<file path="src/mexp_pkg.sv">
// shared constants for the modular exponentiation block
package mexp_pkg;

  // default datapath width of the arithmetic
  localparam int WORD_BITS_DEFAULT = 32;

  // fixed widths of the item ports
  localparam int BASE_BITS   = 32;
  localparam int RESULT_BITS = 32;

  // register indexes on the configuration port
  localparam logic REG_MODULUS  = 1'b0;
  localparam logic REG_EXPONENT = 1'b1;

  // status of the shared multiplier as seen by the sequencer
  typedef struct packed {
    logic running;
    logic done;
  } mul_status_t;

endpackage

</file>
<file path="src/modular_exponentiation.sv">
// Modular exponentiation: power_result = base_value ^ exponent mod modulus.
// Configuration: apb-style port, modulus at byte address 0 (reset 2),
// exponent at byte address 4, 8 when WORD_BITS > 32 (reset 1); write only
// while busy is low. A modulus of zero means arithmetic modulo 2^WORD_BITS.
// Input: a beat is taken when start is high and busy is low; busy then
// stays high until a result that needs the multiplier is out; one item at a time.
// Output: power_result is valid for the single cycle in which done is high;
// the receiver cannot stall and must take it in that cycle.
// Sequence: exponent zero or modulus one answer in the cycle after the beat.
// Otherwise the base is first reduced, then right-to-left square and
// multiply runs over the exponent bits up to its highest set bit. Every
// multiply goes through one bit-serial modular multiplier that does one
// add-and-reduce per cycle, and each exponent bit passes through one
// decision state of the sequencer.
// Reset: registers return to their defaults, the block is idle, no result.
module modular_exponentiation #(
  parameter int WORD_BITS = mexp_pkg::WORD_BITS_DEFAULT,
  localparam int BUS_BITS  = (WORD_BITS > 32) ? 64 : 32,
  localparam int ADDR_BITS = (WORD_BITS > 32) ? 4 : 3
) (
  input  logic                             clk,
  input  logic                             rst,
  input  logic                             start,
  output logic                             busy,
  input  logic [mexp_pkg::BASE_BITS-1:0]   base_value,
  output logic                             done,
  output logic [mexp_pkg::RESULT_BITS-1:0] power_result,
  input  logic                             psel,
  input  logic                             penable,
  input  logic                             pwrite,
  input  logic [ADDR_BITS-1:0]             paddr,
  input  logic [BUS_BITS-1:0]              pwdata,
  output logic [BUS_BITS-1:0]              prdata,
  output logic                             pready
);
  import mexp_pkg::*;

  localparam logic [2:0] S_IDLE   = 3'd0;
  localparam logic [2:0] S_REDUCE = 3'd1;
  localparam logic [2:0] S_STEP   = 3'd2;
  localparam logic [2:0] S_MULT   = 3'd3;
  localparam logic [2:0] S_SQUARE = 3'd4;

  logic [WORD_BITS-1:0] modulus;
  logic [WORD_BITS-1:0] exponent;

  logic [2:0]           state;
  logic [WORD_BITS-1:0] m_reg;
  logic [WORD_BITS-1:0] e_reg;
  logic [WORD_BITS-1:0] e_shift;
  logic [WORD_BITS-1:0] acc;
  logic [WORD_BITS-1:0] sq;
  logic                 mul_start;
  logic [WORD_BITS-1:0] mul_a;
  logic [WORD_BITS-1:0] mul_b;
  logic [WORD_BITS-1:0] product;
  mul_status_t          mul_stat;

  mexp_regs #(.WORD_BITS(WORD_BITS)) u_regs (
    .clk      (clk),
    .rst      (rst),
    .psel     (psel),
    .penable  (penable),
    .pwrite   (pwrite),
    .paddr    (paddr),
    .pwdata   (pwdata),
    .prdata   (prdata),
    .pready   (pready),
    .modulus  (modulus),
    .exponent (exponent)
  );

  mexp_mulmod #(.WORD_BITS(WORD_BITS)) u_mul (
    .clk     (clk),
    .rst     (rst),
    .start   (mul_start),
    .mul_a   (mul_a),
    .mul_b   (mul_b),
    .modulus (m_reg),
    .product (product),
    .status  (mul_stat)
  );

  assign busy    = (state != S_IDLE);
  assign e_shift = {1'b0, e_reg[WORD_BITS-1:1]};

  // square and multiply sequencer
  always_ff @(posedge clk) begin
    if (rst) begin
      state     <= S_IDLE;
      done      <= 1'b0;
      mul_start <= 1'b0;
    end else begin
      done      <= 1'b0;
      mul_start <= 1'b0;
      unique case (state)
        S_IDLE: begin
          if (start) begin
            m_reg <= modulus;
            e_reg <= exponent;
            if (exponent == '0) begin
              power_result <= RESULT_BITS'(1);
              done         <= 1'b1;
            end else if (modulus == WORD_BITS'(1)) begin
              power_result <= '0;
              done         <= 1'b1;
            end else begin
              // base mod m as 1 * base through the multiplier
              mul_a     <= WORD_BITS'(1);
              mul_b     <= WORD_BITS'(base_value);
              mul_start <= 1'b1;
              state     <= S_REDUCE;
            end
          end
        end
        S_REDUCE: begin
          if (mul_stat.done) begin
            sq    <= product;
            acc   <= WORD_BITS'(1);
            state <= S_STEP;
          end
        end
        S_STEP: begin
          if (e_reg == '0) begin
            power_result <= RESULT_BITS'(acc);
            done         <= 1'b1;
            state        <= S_IDLE;
          end else if (e_reg[0]) begin
            mul_a     <= acc;
            mul_b     <= sq;
            mul_start <= 1'b1;
            state     <= S_MULT;
          end else begin
            e_reg     <= e_shift;
            mul_a     <= sq;
            mul_b     <= sq;
            mul_start <= 1'b1;
            state     <= S_SQUARE;
          end
        end
        S_MULT: begin
          if (mul_stat.done) begin
            acc   <= product;
            e_reg <= e_shift;
            if (e_shift == '0) begin
              power_result <= RESULT_BITS'(product);
              done         <= 1'b1;
              state        <= S_IDLE;
            end else begin
              mul_a     <= sq;
              mul_b     <= sq;
              mul_start <= 1'b1;
              state     <= S_SQUARE;
            end
          end
        end
        S_SQUARE: begin
          if (mul_stat.done) begin
            sq    <= product;
            state <= S_STEP;
          end
        end
        default: state <= S_IDLE;
      endcase
    end
  end

  // result beat only leaves with the sequencer back at idle
  a_done_idle: assert property (@(posedge clk) disable iff (rst) done |-> !busy)
    else $error("result beat while busy");

  // multiplier finishes only while the sequencer waits for it
  a_mul_wait: assert property (@(posedge clk) disable iff (rst)
    mul_stat.done |-> (state == S_REDUCE || state == S_MULT || state == S_SQUARE))
    else $error("multiplier done outside a wait state");

  // no new multiply while one is running
  a_mul_free: assert property (@(posedge clk) disable iff (rst)
    mul_start |-> !mul_stat.running)
    else $error("multiply started while unit busy");

  // captured modulus holds for the whole item
  a_mod_hold: assert property (@(posedge clk) disable iff (rst)
    (busy && $past(busy)) |-> $stable(m_reg))
    else $error("modulus changed mid item");

  // running square and accumulator stay reduced
  a_sq_reduced: assert property (@(posedge clk) disable iff (rst)
    (state == S_STEP && m_reg != '0) |-> (sq < m_reg && acc < m_reg))
    else $error("operand not reduced");

endmodule

</file>
<file path="src/mexp_regs.sv">
// configuration registers behind the apb-style port
module mexp_regs #(
  parameter int WORD_BITS = mexp_pkg::WORD_BITS_DEFAULT,
  localparam int BUS_BITS  = (WORD_BITS > 32) ? 64 : 32,
  localparam int ADDR_BITS = (WORD_BITS > 32) ? 4 : 3
) (
  input  logic                 clk,
  input  logic                 rst,
  input  logic                 psel,
  input  logic                 penable,
  input  logic                 pwrite,
  input  logic [ADDR_BITS-1:0] paddr,
  input  logic [BUS_BITS-1:0]  pwdata,
  output logic [BUS_BITS-1:0]  prdata,
  output logic                 pready,
  output logic [WORD_BITS-1:0] modulus,
  output logic [WORD_BITS-1:0] exponent
);
  import mexp_pkg::*;

  logic reg_index;
  logic wr_beat;

  // register index sits in the top address bit
  assign reg_index = paddr[ADDR_BITS-1];
  assign wr_beat   = psel && penable && pwrite;
  assign pready    = 1'b1;

  // register writes
  always_ff @(posedge clk) begin
    if (rst) begin
      modulus  <= WORD_BITS'(2);
      exponent <= WORD_BITS'(1);
    end else if (wr_beat) begin
      unique case (reg_index)
        REG_MODULUS:  modulus  <= pwdata[WORD_BITS-1:0];
        REG_EXPONENT: exponent <= pwdata[WORD_BITS-1:0];
        default: ;
      endcase
    end
  end

  // read-back
  always_comb begin
    unique case (reg_index)
      REG_MODULUS:  prdata = BUS_BITS'(modulus);
      REG_EXPONENT: prdata = BUS_BITS'(exponent);
      default:      prdata = '0;
    endcase
  end

endmodule

</file>
<file path="src/mexp_mulmod.sv">
// bit-serial modular multiplier built round one shared add-and-reduce unit
module mexp_mulmod #(
  parameter int WORD_BITS = mexp_pkg::WORD_BITS_DEFAULT
) (
  input  logic                      clk,
  input  logic                      rst,
  input  logic                      start,
  input  logic [WORD_BITS-1:0]      mul_a,
  input  logic [WORD_BITS-1:0]      mul_b,
  input  logic [WORD_BITS-1:0]      modulus,
  output logic [WORD_BITS-1:0]      product,
  output mexp_pkg::mul_status_t     status
);
  import mexp_pkg::*;

  localparam int CNT_BITS = $clog2(WORD_BITS);

  logic [WORD_BITS-1:0] acc;
  logic [WORD_BITS-1:0] a_reg;
  logic [WORD_BITS-1:0] b_reg;
  logic [CNT_BITS-1:0]  bit_cnt;
  logic                 add_phase;
  logic                 running;
  logic                 done;

  logic [WORD_BITS-1:0] add_y;
  logic [WORD_BITS:0]   sum;
  logic [WORD_BITS:0]   diff;
  logic                 over;
  logic [WORD_BITS-1:0] add_res;
  logic                 last_bit;

  // shared unit: (acc + y) mod m, modulus zero wraps at the word width
  assign add_y   = add_phase ? a_reg : acc;
  assign sum     = {1'b0, acc} + {1'b0, add_y};
  assign diff    = sum - {1'b0, modulus};
  assign over    = (modulus != '0) && (sum >= {1'b0, modulus});
  assign add_res = over ? diff[WORD_BITS-1:0] : sum[WORD_BITS-1:0];

  assign last_bit = (bit_cnt == CNT_BITS'(WORD_BITS - 1));

  // multiplier bits from the top: double, then add the multiplicand on a one
  always_ff @(posedge clk) begin
    if (rst) begin
      running <= 1'b0;
      done    <= 1'b0;
    end else begin
      done <= 1'b0;
      if (start) begin
        running   <= 1'b1;
        acc       <= '0;
        a_reg     <= mul_a;
        b_reg     <= mul_b;
        bit_cnt   <= '0;
        add_phase <= 1'b0;
      end else if (running) begin
        acc <= add_res;
        if (!add_phase && b_reg[WORD_BITS-1]) begin
          add_phase <= 1'b1;
        end else begin
          add_phase <= 1'b0;
          b_reg     <= {b_reg[WORD_BITS-2:0], 1'b0};
          bit_cnt   <= bit_cnt + CNT_BITS'(1);
          if (last_bit) begin
            running <= 1'b0;
            done    <= 1'b1;
          end
        end
      end
    end
  end

  assign product        = acc;
  assign status.running = running;
  assign status.done    = done;

endmodule
</file>
<file path="config.mk">
export PLATFORM = sky130hd
export DESIGN_NAME = modular_exponentiation
export DESIGN_NICKNAME = d
export VERILOG_FILES = /design/src/mexp_pkg.sv /design/src/modular_exponentiation.sv /design/src/mexp_regs.sv /design/src/mexp_mulmod.sv
export SDC_FILE = /design/constraint.sdc
export NUM_CORES = 1
export LEC_CHECK = 0
export BUFFER_PORTS_ARGS = -buffer_cell sky130_fd_sc_hd__buf_2
export CORE_MARGIN = 2
export CORE_UTILIZATION = 57
export DETAILED_ROUTE_END_ITERATION = 6
export PLACE_DENSITY_LB_ADDON = 0.08
export SLEW_MARGIN = 10
export SYNTH_ARGS = -nofsm -noshare
export SYNTH_HDL_FRONTEND = slang
export SYNTH_SLANG_ARGS = --single-unit
</file>
<file path="constraint.sdc">
create_clock -name clk -period 10.05 [get_ports clk]
set_clock_uncertainty 0.05 [all_clocks]
set_input_delay 1.5075 -clock clk [delete_from_list [all_inputs] [get_ports clk]]
set_output_delay 1.5075 -clock clk [all_outputs]
set_load 0.02 [all_outputs]
</file>
==> After elaboration in Yosys (flattened, before gate mapping) <==
Index checks and enable logic that the tools add are counted.
{ "totals": {"inputBits": 73, "output_inout_bits": 67, "register_bits": 397, "wordCells": 142} }
{ "classes": {"n_eq_ne": 19, "n_reduce_logical": 29, "n_lt_le_gt_ge": 1, "bitwise": 3, "n_mux": 67, "addsub": 3} }
{ "ops": {"columns": ["operator", "count"], "rows": [
  ["$mux W32", 29],
  ["$pmux W32 S3", 4],
  ["$pmux W32 S2", 2],
  ["$logic_not A32 Y1", 3],
  ["$add A32 B32 Y33", 1],
  ["$ge A33 B32 Y1", 1],
  ["$eq A32 B1 Y1 const B", 1],
  ["$reduce_bool A32 Y1", 1],
  ["$sub A32 B32 Y32", 1],
  ["$mux W3", 8],
  ["$mux W1", 19],
  ["$ne A2 B2 Y1 const B", 9],
  ["$pmux W3 S4", 1],
  ["$mux W5", 2],
  ["$reduce_and A5 Y1", 2],
  ["$reduce_and A3 Y1", 3],
  ["$reduce_and A2 Y1", 4],
  ["$reduce_and A8 Y1", 1],
  ["$reduce_and A7 Y1", 1],
  ["$eq A3 B2 Y1 const B", 2],
  ["$ne A2 B1 Y1 const B", 3],
  ["$pmux W1 S3", 2],
  ["$reduce_and A6 Y1", 1],
  ["$reduce_bool A3 Y1", 2],
  ["13 further kinds", 19]
]} }

==> Longest topological paths before layout <==
Gate-level depths: netlist (run 1).
{ "logic_depth": {"word_depth": 6, "ltp_mapped": 24, "mapped_depth_nobuf": 20} }

==> Modules after synthesis <==
From an unflattened synthesis (run 1), not the netlist that was laid out.
{ "unflattened": {"cells_unflattened": 1813, "area_unflattened_um2": 20762.4} }
{ "by_module_without_submodules": {"columns": ["module", "seq_area_each_um2", "cells_each", "n_inst", "area_per_inst_um2"], "rows": [
  ["modular_exponentiation", 6826.5, 672, 1, 9256.4],
  ["mexp_mulmod", 3103.0, 857, 1, 8440.6],
  ["mexp_regs", 1281.2, 284, 1, 3065.4]
]} }

==> Least setup slack after synthesis (run 1) <==
OpenSTA, ideal clock, no wires.
{ "synth_path": {"path_type": "in2reg", "from": "input start", "to": "register mul_a[0], enable pin", "required_time_ns": 9.398, "setup_ns": 0.602, "n_path_buf": 0, "t_arrival_ns": 7.106, "stages": 5, "slack_ns": 2.293, "cell_sequence": "nor2b_1 a21oi_1 or3_1 a21o_1 a311oi_1"} }
{ "synth_via": {"elab_chain_len": 2} }
{ "synth_lines": {"columns": ["element", "line", "text"], "rows": [
  ["start, declared", "modular_exponentiation.sv:23", "input logic start,"],
  ["$ne A2 B2 Y1 (no line)", null, null],
  ["$reduce_and A8 Y1 (no line)", null, null],
  ["end signal, assigned", "modular_exponentiation.sv:135", "mul_a <= sq;"],
  ["end signal, assigned", "modular_exponentiation.sv:150", "mul_a <= sq;"],
  ["end, declared", "modular_exponentiation.sv:54", "logic [WORD_BITS-1:0] mul_a;"]
]} }
Every way passes these cells.
A chain may end at the register's enable or synchronous reset.

==> Worst setup path after layout (run 1) <==
{ "layout_path": {"from": "register u_mul.add_phase", "to": "register u_mul.acc[31], in the netlist u_mul.product[31] (data pin)"} }
{ "layout_via": {"elab_chain_len": 6, "elab_cells_between_ends": 7, "classes_between": "2 x add/sub; 1 x order compare; 3 x mux; 1 x reduce/logical"} }
{ "layout_lines": {"columns": ["element", "line", "text"], "rows": [
  ["start, declared", "mexp_mulmod.sv:22", "logic add_phase;"],
  ["start signal, assigned", "mexp_mulmod.sv:55", "add_phase <= 1'b0;"],
  ["start signal, assigned", "mexp_mulmod.sv:59", "add_phase <= 1'b1;"],
  ["start signal, assigned", "mexp_mulmod.sv:61", "add_phase <= 1'b0;"],
  ["$mux W32 (*)", "mexp_mulmod.sv:34", "assign add_y = add_phase ? a_reg : acc;"],
  ["$add A32 B32 Y33 (*)", "mexp_mulmod.sv:35", "assign sum = {1'b0, acc} + {1'b0, add_y};"],
  ["$ge A33 B32 Y1", "mexp_mulmod.sv:37", "assign over = (modulus != '0) && (sum >= {1'b0, modulus});"],
  ["$logic_and A1 B1 Y1", "mexp_mulmod.sv:37", null],
  ["$mux W32 (*)", "mexp_mulmod.sv:38", "assign add_res = over ? diff[WORD_BITS-1:0] : sum[WORD_BITS-1:0];"],
  ["$mux W32 (*)", "mexp_mulmod.sv:56", "end else if (running) begin"],
  ["end signal, assigned", "mexp_mulmod.sv:57", "acc <= add_res;"],
  ["end, declared", "mexp_mulmod.sv:18", "logic [WORD_BITS-1:0] acc;"]
]} }
Mark *: on every way between the ends. The rest lies on a longest branch, timed or not. The select of a mux whose other input is x is not followed.

==> results of run 1 <==
==> layer usage <==
metal / part of all wire, % / vias up / routed length (um) / track usage (%)
met5: 0.034 / - / 16 / 0
met4: 3.2 / 2 / 1480 / 9.60
met2: 45 / 440 / 20800 / 40.8
li1: - / 6734 / - / -
met1: 46 / 6600 / 21300 / 37.4
met3: 6.3 / 80 / 2940 / 4.40
==> worst paths after layout <==
path | cells past startpoint | endpoint | slack (ns)
max | 20 | u_mul.product[31] | 3.16
min | 0 | u_mul.a_reg[2] | 0.36
max reg2reg | 20 | u_mul.product[31] | 3.16
min reg2reg | 0 | u_mul.a_reg[2] | 0.36
==> cell families (layout without fill, tap and decap cells) <==
logic type,after synthesis,in the layout,share of synthesized area (%)
AOI/OAI and AO/OA,343,343,11.6
xor gates and xnor gates,48,48,2.12
adders and majority gates,68,68,4.37
buffers and inverters,147,284,2.98
DFF,397,397,56.6
muxes,144,144,7.88
other,1,1,0.0189
and+or+nand+nor,635,635,14.4
==> critical path, stage by stage (launching register included) <==
cell and delay (ns):
edfxtp_1 0.64, buf_4 0.40, mux2_2 0.38, ha_1 0.36, a21o_1 0.25, a211oi_2 0.21, o21ai_1 0.14, or4b_4 0.55
o2111ai_4 0.26, a311oi_1 0.16, xnor2_1 0.35, ha_1 0.36, a21o_1 0.20, a21o_1 0.18, a21oi_1 0.16, nor3b_1 0.34
o21ai_0 0.14, o311a_1 0.34, o32ai_4 0.77, nor2_1 0.12, a32o_1 0.26
==> power by group through the flow <==
| stage | Clock [W] | Combinational [W] | Sequential (W) |
|---|---|---|---|
| after floorplan | 0 | 0.00223 | 0.00205 |
| after global placement | 0 | 0.00268 | 0.00209 |
| after detailed placement | 0 | 0.00271 | 0.00209 |
| after CTS | 0.00167 | 0.00273 | 0.00205 |
| after global routing | 0.00174 | 0.00307 | 0.00207 |
| final | 0.00164 | 0.00276 | 0.00206 |
==> synth_stat cells (3+ instances only) <==
| cell type | number | area (sq um) |
|---|---|---|
| nand2_1 | 336 | 1260 |
| edfxtp_1 | 326 | 9790 |
| a21oi_1 | 153 | 766 |
| nor2_1 | 107 | 402 |
| mux2_2 | 95 | 1070 |
| clkbuf_1 | 80 | 300 |
| dfxtp_1 | 71 | 1420 |
| ha_1 | 66 | 826 |
| mux2i_1 | 49 | 490 |
| inv_1 | 47 | 176 |
| and3_1 | 41 | 257 |
| a21o_1 | 36 | 270 |
| xnor2_1 | 32 | 280 |
| a22o_1 | 31 | 272 |
| nor4_1 | 30 | 188 |
| o21ai_0 | 27 | 135 |
| nand3_1 | 22 | 110 |
| nor3_1 | 21 | 105 |
| nand4_1 | 16 | 100 |
| xor2_1 | 16 | 140 |
| nor2b_1 | 15 | 93.8 |
| buf_1 | 13 | 48.8 |
| o21a_1 | 13 | 97.6 |
| a31oi_1 | 11 | 68.8 |
| nand3b_1 | 10 | 75.1 |
| a211oi_1 | 8 | 60.1 |
| a211oi_2 | 8 | 100 |
| and2_1 | 7 | 43.8 |
| nand2b_1 | 7 | 43.8 |
| o21bai_1 | 7 | 52.6 |
| a311oi_1 | 5 | 43.8 |
| o2111ai_1 | 5 | 43.8 |
| or2_2 | 5 | 31.3 |
| or3_1 | 5 | 31.3 |
| a221o_1 | 4 | 40.0 |
| buf_6 | 4 | 45.0 |
| nor4b_1 | 4 | 35.0 |
| o22ai_1 | 4 | 25.0 |
| and4_1 | 3 | 26.3 |
| nor3b_1 | 3 | 22.5 |
| o41ai_1 | 3 | 26.3 |
==> final cells by class <==
| class | instances | share of cell area [%] |
|---|---|---|
| multi-input cells | 1239 | 36.1 |
| clock buffers | 54 | 5.23 |
| well taps | 455 | 2.55 |
| repair buffers | 157 | 3.75 |
| flip-flops and latches | 397 | 50.1 |
| clock inverters | 26 | 1.40 |
| inverters | 47 | 0.789 |
==> per-stage QoR <==
step | hold slack, ns | utilization, % | setup WS (ns)
floorplan | 0.350 | - | 2.29
global placement | 0.354 | 60.7 | 3.30
detailed placement | 0.355 | 60.7 | 3.25
CTS | 0.365 | 65.0 | 3.22
global route | 0.370 | 65.1 | 2.80
finish | 0.363 | 65.1 | 3.16
==> results.json, run 1 <==
{
  "status": "completed",
  "holdCritStartpoint": "mul_a[2]",
  "clk_pin_slew_ns": 0.06,
  "power_density_mw_per_mm2": 289,
  "ys_ff_latch": 397,
  "antenna_cells": 0,
  "fmax_ghz": 0.145,
  "die_h_um": 190,
  "postCtsSetupRepairBufs": 0,
  "vias": 13856,
  "layout.cells.most_common": "nand2_1",
  "grt_pass1_wl_mm": 74.4,
  "dp_hpwl_mm": 31.2,
  "finalPower_w": 0.00645,
  "cp.arrival_ns": 7.15,
  "crit_path_max_fanout": 25,
  "vdd_drop_max_uv": 170,
  "combPwrFrac_pct": 42.8,
  "clock_sinks": 397,
  "leakagePower_nw": 8.67,
  "maxCapViolCount": 0,
  "clk_latency_ns": 0.57,
  "die_w_um": 190,
  "area_delta_synth_final_pct": 13.0,
  "synthCells": 1783,
  "nFillCells": 2720,
  "synthesis.nets": 1924,
  "ys_async_sr_fraction_pct": 0,
  "multi_input_area_sq_mm": 0.00808,
  "ctsHoldBuffers": 0,
  "hold_viol": 0,
  "drtIter0Drc": 1008,
  "nNetsFinal": 2026,
  "synth_top_flop_cell": "edfxtp_1",
  "core_area_sq_mm": 0.0344,
  "firstDrtPassIters": 5,
  "startpoint": "u_mul.add_phase",
  "synth-seq-area-share_pct": 56.6,
  "r2r_start": "u_mul.add_phase",
  "cp.required_ns": 10.31,
  "dp_cells": 2295,
  "finalSetupTns_ns": 0,
  "dpl_cell_area_sq_mm": 0.0209,
  "post-route-drc-count": 0,
  "htreeDepth": 2,
  "cts_resized": 0,
  "final_cell_count_no_fill": 2375,
  "p_clk_share_pct": 25.3,
  "switchingPower_w": 0.00233,
  "die-area_sq_mm": 0.0362,
  "grt_pass1_vias": 13645,
  "ctsLongestPathBuffers": 3,
  "grt_start_max_net_pins": 87,
  "switching_share_pct": 36.2,
  "seqPwrFrac_pct": 31.9,
  "mostFrequentLayoutCells": "nand2_1 (336), edfxtp_1 (326), a21oi_1 (152)",
  "fin_crit_sh_pct": 68.6,
  "stdcell_area_sq_mm": 0.0224,
  "p_int_w": 0.00412,
  "syn_avg_cell_area_sq_um": 11.1,
  "io_buffers": 136,
  "setup_violations": 0,
  "critPathCaptureType": "flip-flop",
  "initial_core_util_pct": 57.6,
  "io_pins": 140,
  "rsz0062_at_grt": "false",
  "cts_buffers": 43,
  "startpoint_type": "flip-flop",
  "netlist_area_sq_mm": 0.0198,
  "gr-total-overflow": 0,
  "cts_root_buf": "clkbuf_16",
  "grt_use_total_pct": 26.3,
  "drt_wl_total_mm": 46.5,
  "synth_edf_count": 326,
  "layout-drive-gt1-share_pct": 18.6,
  "worst_slew_pin_slew_ns": 0.983,
  "antenna_found_initial": 1,
  "crit_type": "reg2reg",
  "final_antenna_net_count": 0,
  "place.gp.congestion": 0.886,
  "slew_headroom_pct": 34.5,
  "cts_tree": "done",
  "min_path_type": "reg2reg",
  "yosysWarnings": 0,
  "drv_slew": 0,
  "via_per_inst": 5.83,
  "seq_area_sq_mm": 0.0112,
  "core.rowCount": 68,
  "post-route-min-period_ns": 6.89,
  "drt-wirelength-per-cell_um": 19.6,
  "synth_cell_types": 70
}
Note: power is estimated with default switching activity, not from simulation.
==> inputs of run 2 (changes only) <==
Settings changed: CORE_UTILIZATION 57 to 55.
Clock period 10.05 ns to 6.25 ns, I/O delays scaled along.
==> run 2 against run 1 <==
Net effect:
- combinational power grew 64%
- largest cell class unchanged
- first-iteration DRC count shrank 5.8%
- sequential power is 61% higher
- utilization is 1.9 points lower
- via count about the same
- sequential share of layout area decreased by 0.073 points
- critical path depth is 1 higher
- critical path type unchanged
- die area is 3.6% higher
- cell count grew 0.63%
- cell area increased by 0.15%
==> results.json, run 2 (synthesized netlist as in run 1, its figures left out) <==
{
  "maxCapViolCount": 0,
  "grt_use_total_pct": 25.1,
  "firstDrtPassIters": 6,
  "io_buffers": 136,
  "multi_input_area_sq_mm": 0.00809,
  "post-route-drc-count": 0,
  "layout.cells.most_common": "nand2_1",
  "hold_viol": 0,
  "antenna_found_initial": 1,
  "nNetsFinal": 2037,
  "post-route-util_pct": 63.1,
  "vdd_drop_max_uv": 276,
  "clk_latency_ns": 0.56,
  "critPathCaptureType": "flip-flop",
  "min_path_type": "reg2reg",
  "fin_crit_sh_pct": 94.5,
  "leakagePower_nw": 8.69,
  "cp.arrival_ns": 6.14,
  "setup_violations": 0,
  "drt-wirelength-per-cell_um": 19.6,
  "io_pins": 140,
  "cts_tree": "done",
  "cp.required_ns": 6.48,
  "status": "completed",
  "vias": 13862,
  "clock_sinks": 397,
  "rsz0062_at_grt": "false",
  "startpoint_type": "flip-flop",
  "finalSetupTns_ns": 0,
  "dp_hpwl_mm": 32.1,
  "power_density_mw_per_mm2": 463,
  "drv_slew": 0,
  "area_delta_synth_final_pct": 13.1,
  "seq_area_sq_mm": 0.0112,
  "crit_path_max_fanout": 34,
  "dpl_cell_area_sq_mm": 0.0210,
  "ctsLongestPathBuffers": 3,
  "via_per_inst": 5.80,
  "gr-total-overflow": 0,
  "die_w_um": 194,
  "fmax_ghz": 0.169,
  "crit_type": "reg2reg",
  "post-route-min-period_ns": 5.91,
  "clk_pin_slew_ns": 0.06,
  "initial_core_util_pct": 55.8,
  "holdWs_ns": 0.372,
  "core.rowCount": 69,
  "drtIter0Drc": 950,
  "slew_headroom_pct": 16.9,
  "die-area_sq_mm": 0.0375,
  "final_antenna_net_count": 0,
  "grt_pass1_vias": 13686,
  "htreeDepth": 2,
  "cts_buffers": 42,
  "cts_root_buf": "clkbuf_16",
  "worst_slew_pin_slew_ns": 1.25,
  "drt_wl_total_mm": 46.9,
  "stdcell_area_sq_mm": 0.0224,
  "layout-drive-gt1-share_pct": 18.9,
  "nFillCells": 2838,
  "place.gp.congestion": 0.901,
  "grt_pass1_wl_mm": 75.6,
  "antenna_cells": 0,
  "ctsHoldBuffers": 0,
  "core_area_sq_mm": 0.0355,
  "mostFrequentLayoutCells": "nand2_1 (336), edfxtp_1 (326), a21oi_1 (152)",
  "grt_start_max_net_pins": 83,
  "die_h_um": 194
}
## run 2: changes by cell type in the layout (fill, tap and decap cells not counted), sizes merged
cell,previous run,this run
buf,157,169
clkbuf,54,61
bufinv,6,2
clkinv,15,11
clkinvlp,2,1
inv,50,49
## run 2: layout make-up
class                      count  share of cell area (%)
clock buffer                  61                    5.52
multi-input combinational   1239                    36.1
clock inverter                16                   0.704
timing repair buffer         169                    4.22
sequential                   397                    50.1
inverter                      47                   0.788
tap                          461                    2.58
## run 2: path summary, 6_finish.rpt
kind	startpoint	slack [ns]	cells after the start	to
min	mul_a[31]	0.37	0	u_mul.a_reg[31]
min reg2reg	mul_a[31]	0.37	0	u_mul.a_reg[31]
max reg2reg	u_mul.add_phase	0.34	21	u_mul.product[6]
max	u_mul.add_phase	0.34	21	u_mul.product[6]
## run 2: what timing repair did
item | 4_1_cts | 5_1_grt
setup endpoints to repair | 0 | 30
gates resized for setup | 0 | 3
buffers inserted | 0 | 3
## run 2: critical path: stages (launching register included)
cell,delay [ns]
edfxtp_1,0.44
mux2_2,0.36
ha_1,0.21
fa_1,0.43
a211o_1,0.31
a21bo_2,0.23
and4_1,0.24
o211a_4,0.28
o2111ai_4,0.23
a311oi_1,0.15
xnor2_1,0.29
ha_1,0.32
a21o_1,0.19
a21o_1,0.19
a21oi_1,0.17
nor3b_2,0.24
o21ai_0,0.12
o311a_1,0.35
o32a_1,0.35
buf_6,0.21
mux2i_1,0.19
nor2_1,0.05
## run 2: layer usage
metal	vias to the layer above	share of wire, %	GRT usage, %
met5	-	0.034	0
met2	390	45	39.1
met4	2	2.5	7.04
li1	6754	-	-
met3	70	5.8	4.07
met1	6646	47	36.4
## run 2: per-stage QoR
stage / setup WS [ns] / instances / total power (W)
2_1_floorplan: 0.402 / 1783 / 0.00688
3_3_place_gp: 0.247 / 2310 / 0.00773
3_5_place_dp: 0.139 / 2310 / 0.00780
4_1_cts: 0.102 / 2387 / 0.0103
5_1_grt: 0.0143 / 2390 / 0.0110
6_report: 0.345 / 2390 / 0.0104
## run 2: power by group
| group | switching, W | internal (W) |
|---|---|---|
| registers | 0.000159 | 0.00316 |
| clock network | 0.00103 | 0.00147 |
| logic | 0.00259 | 0.00196 |
| total | 0.00378 | 0.00658 |
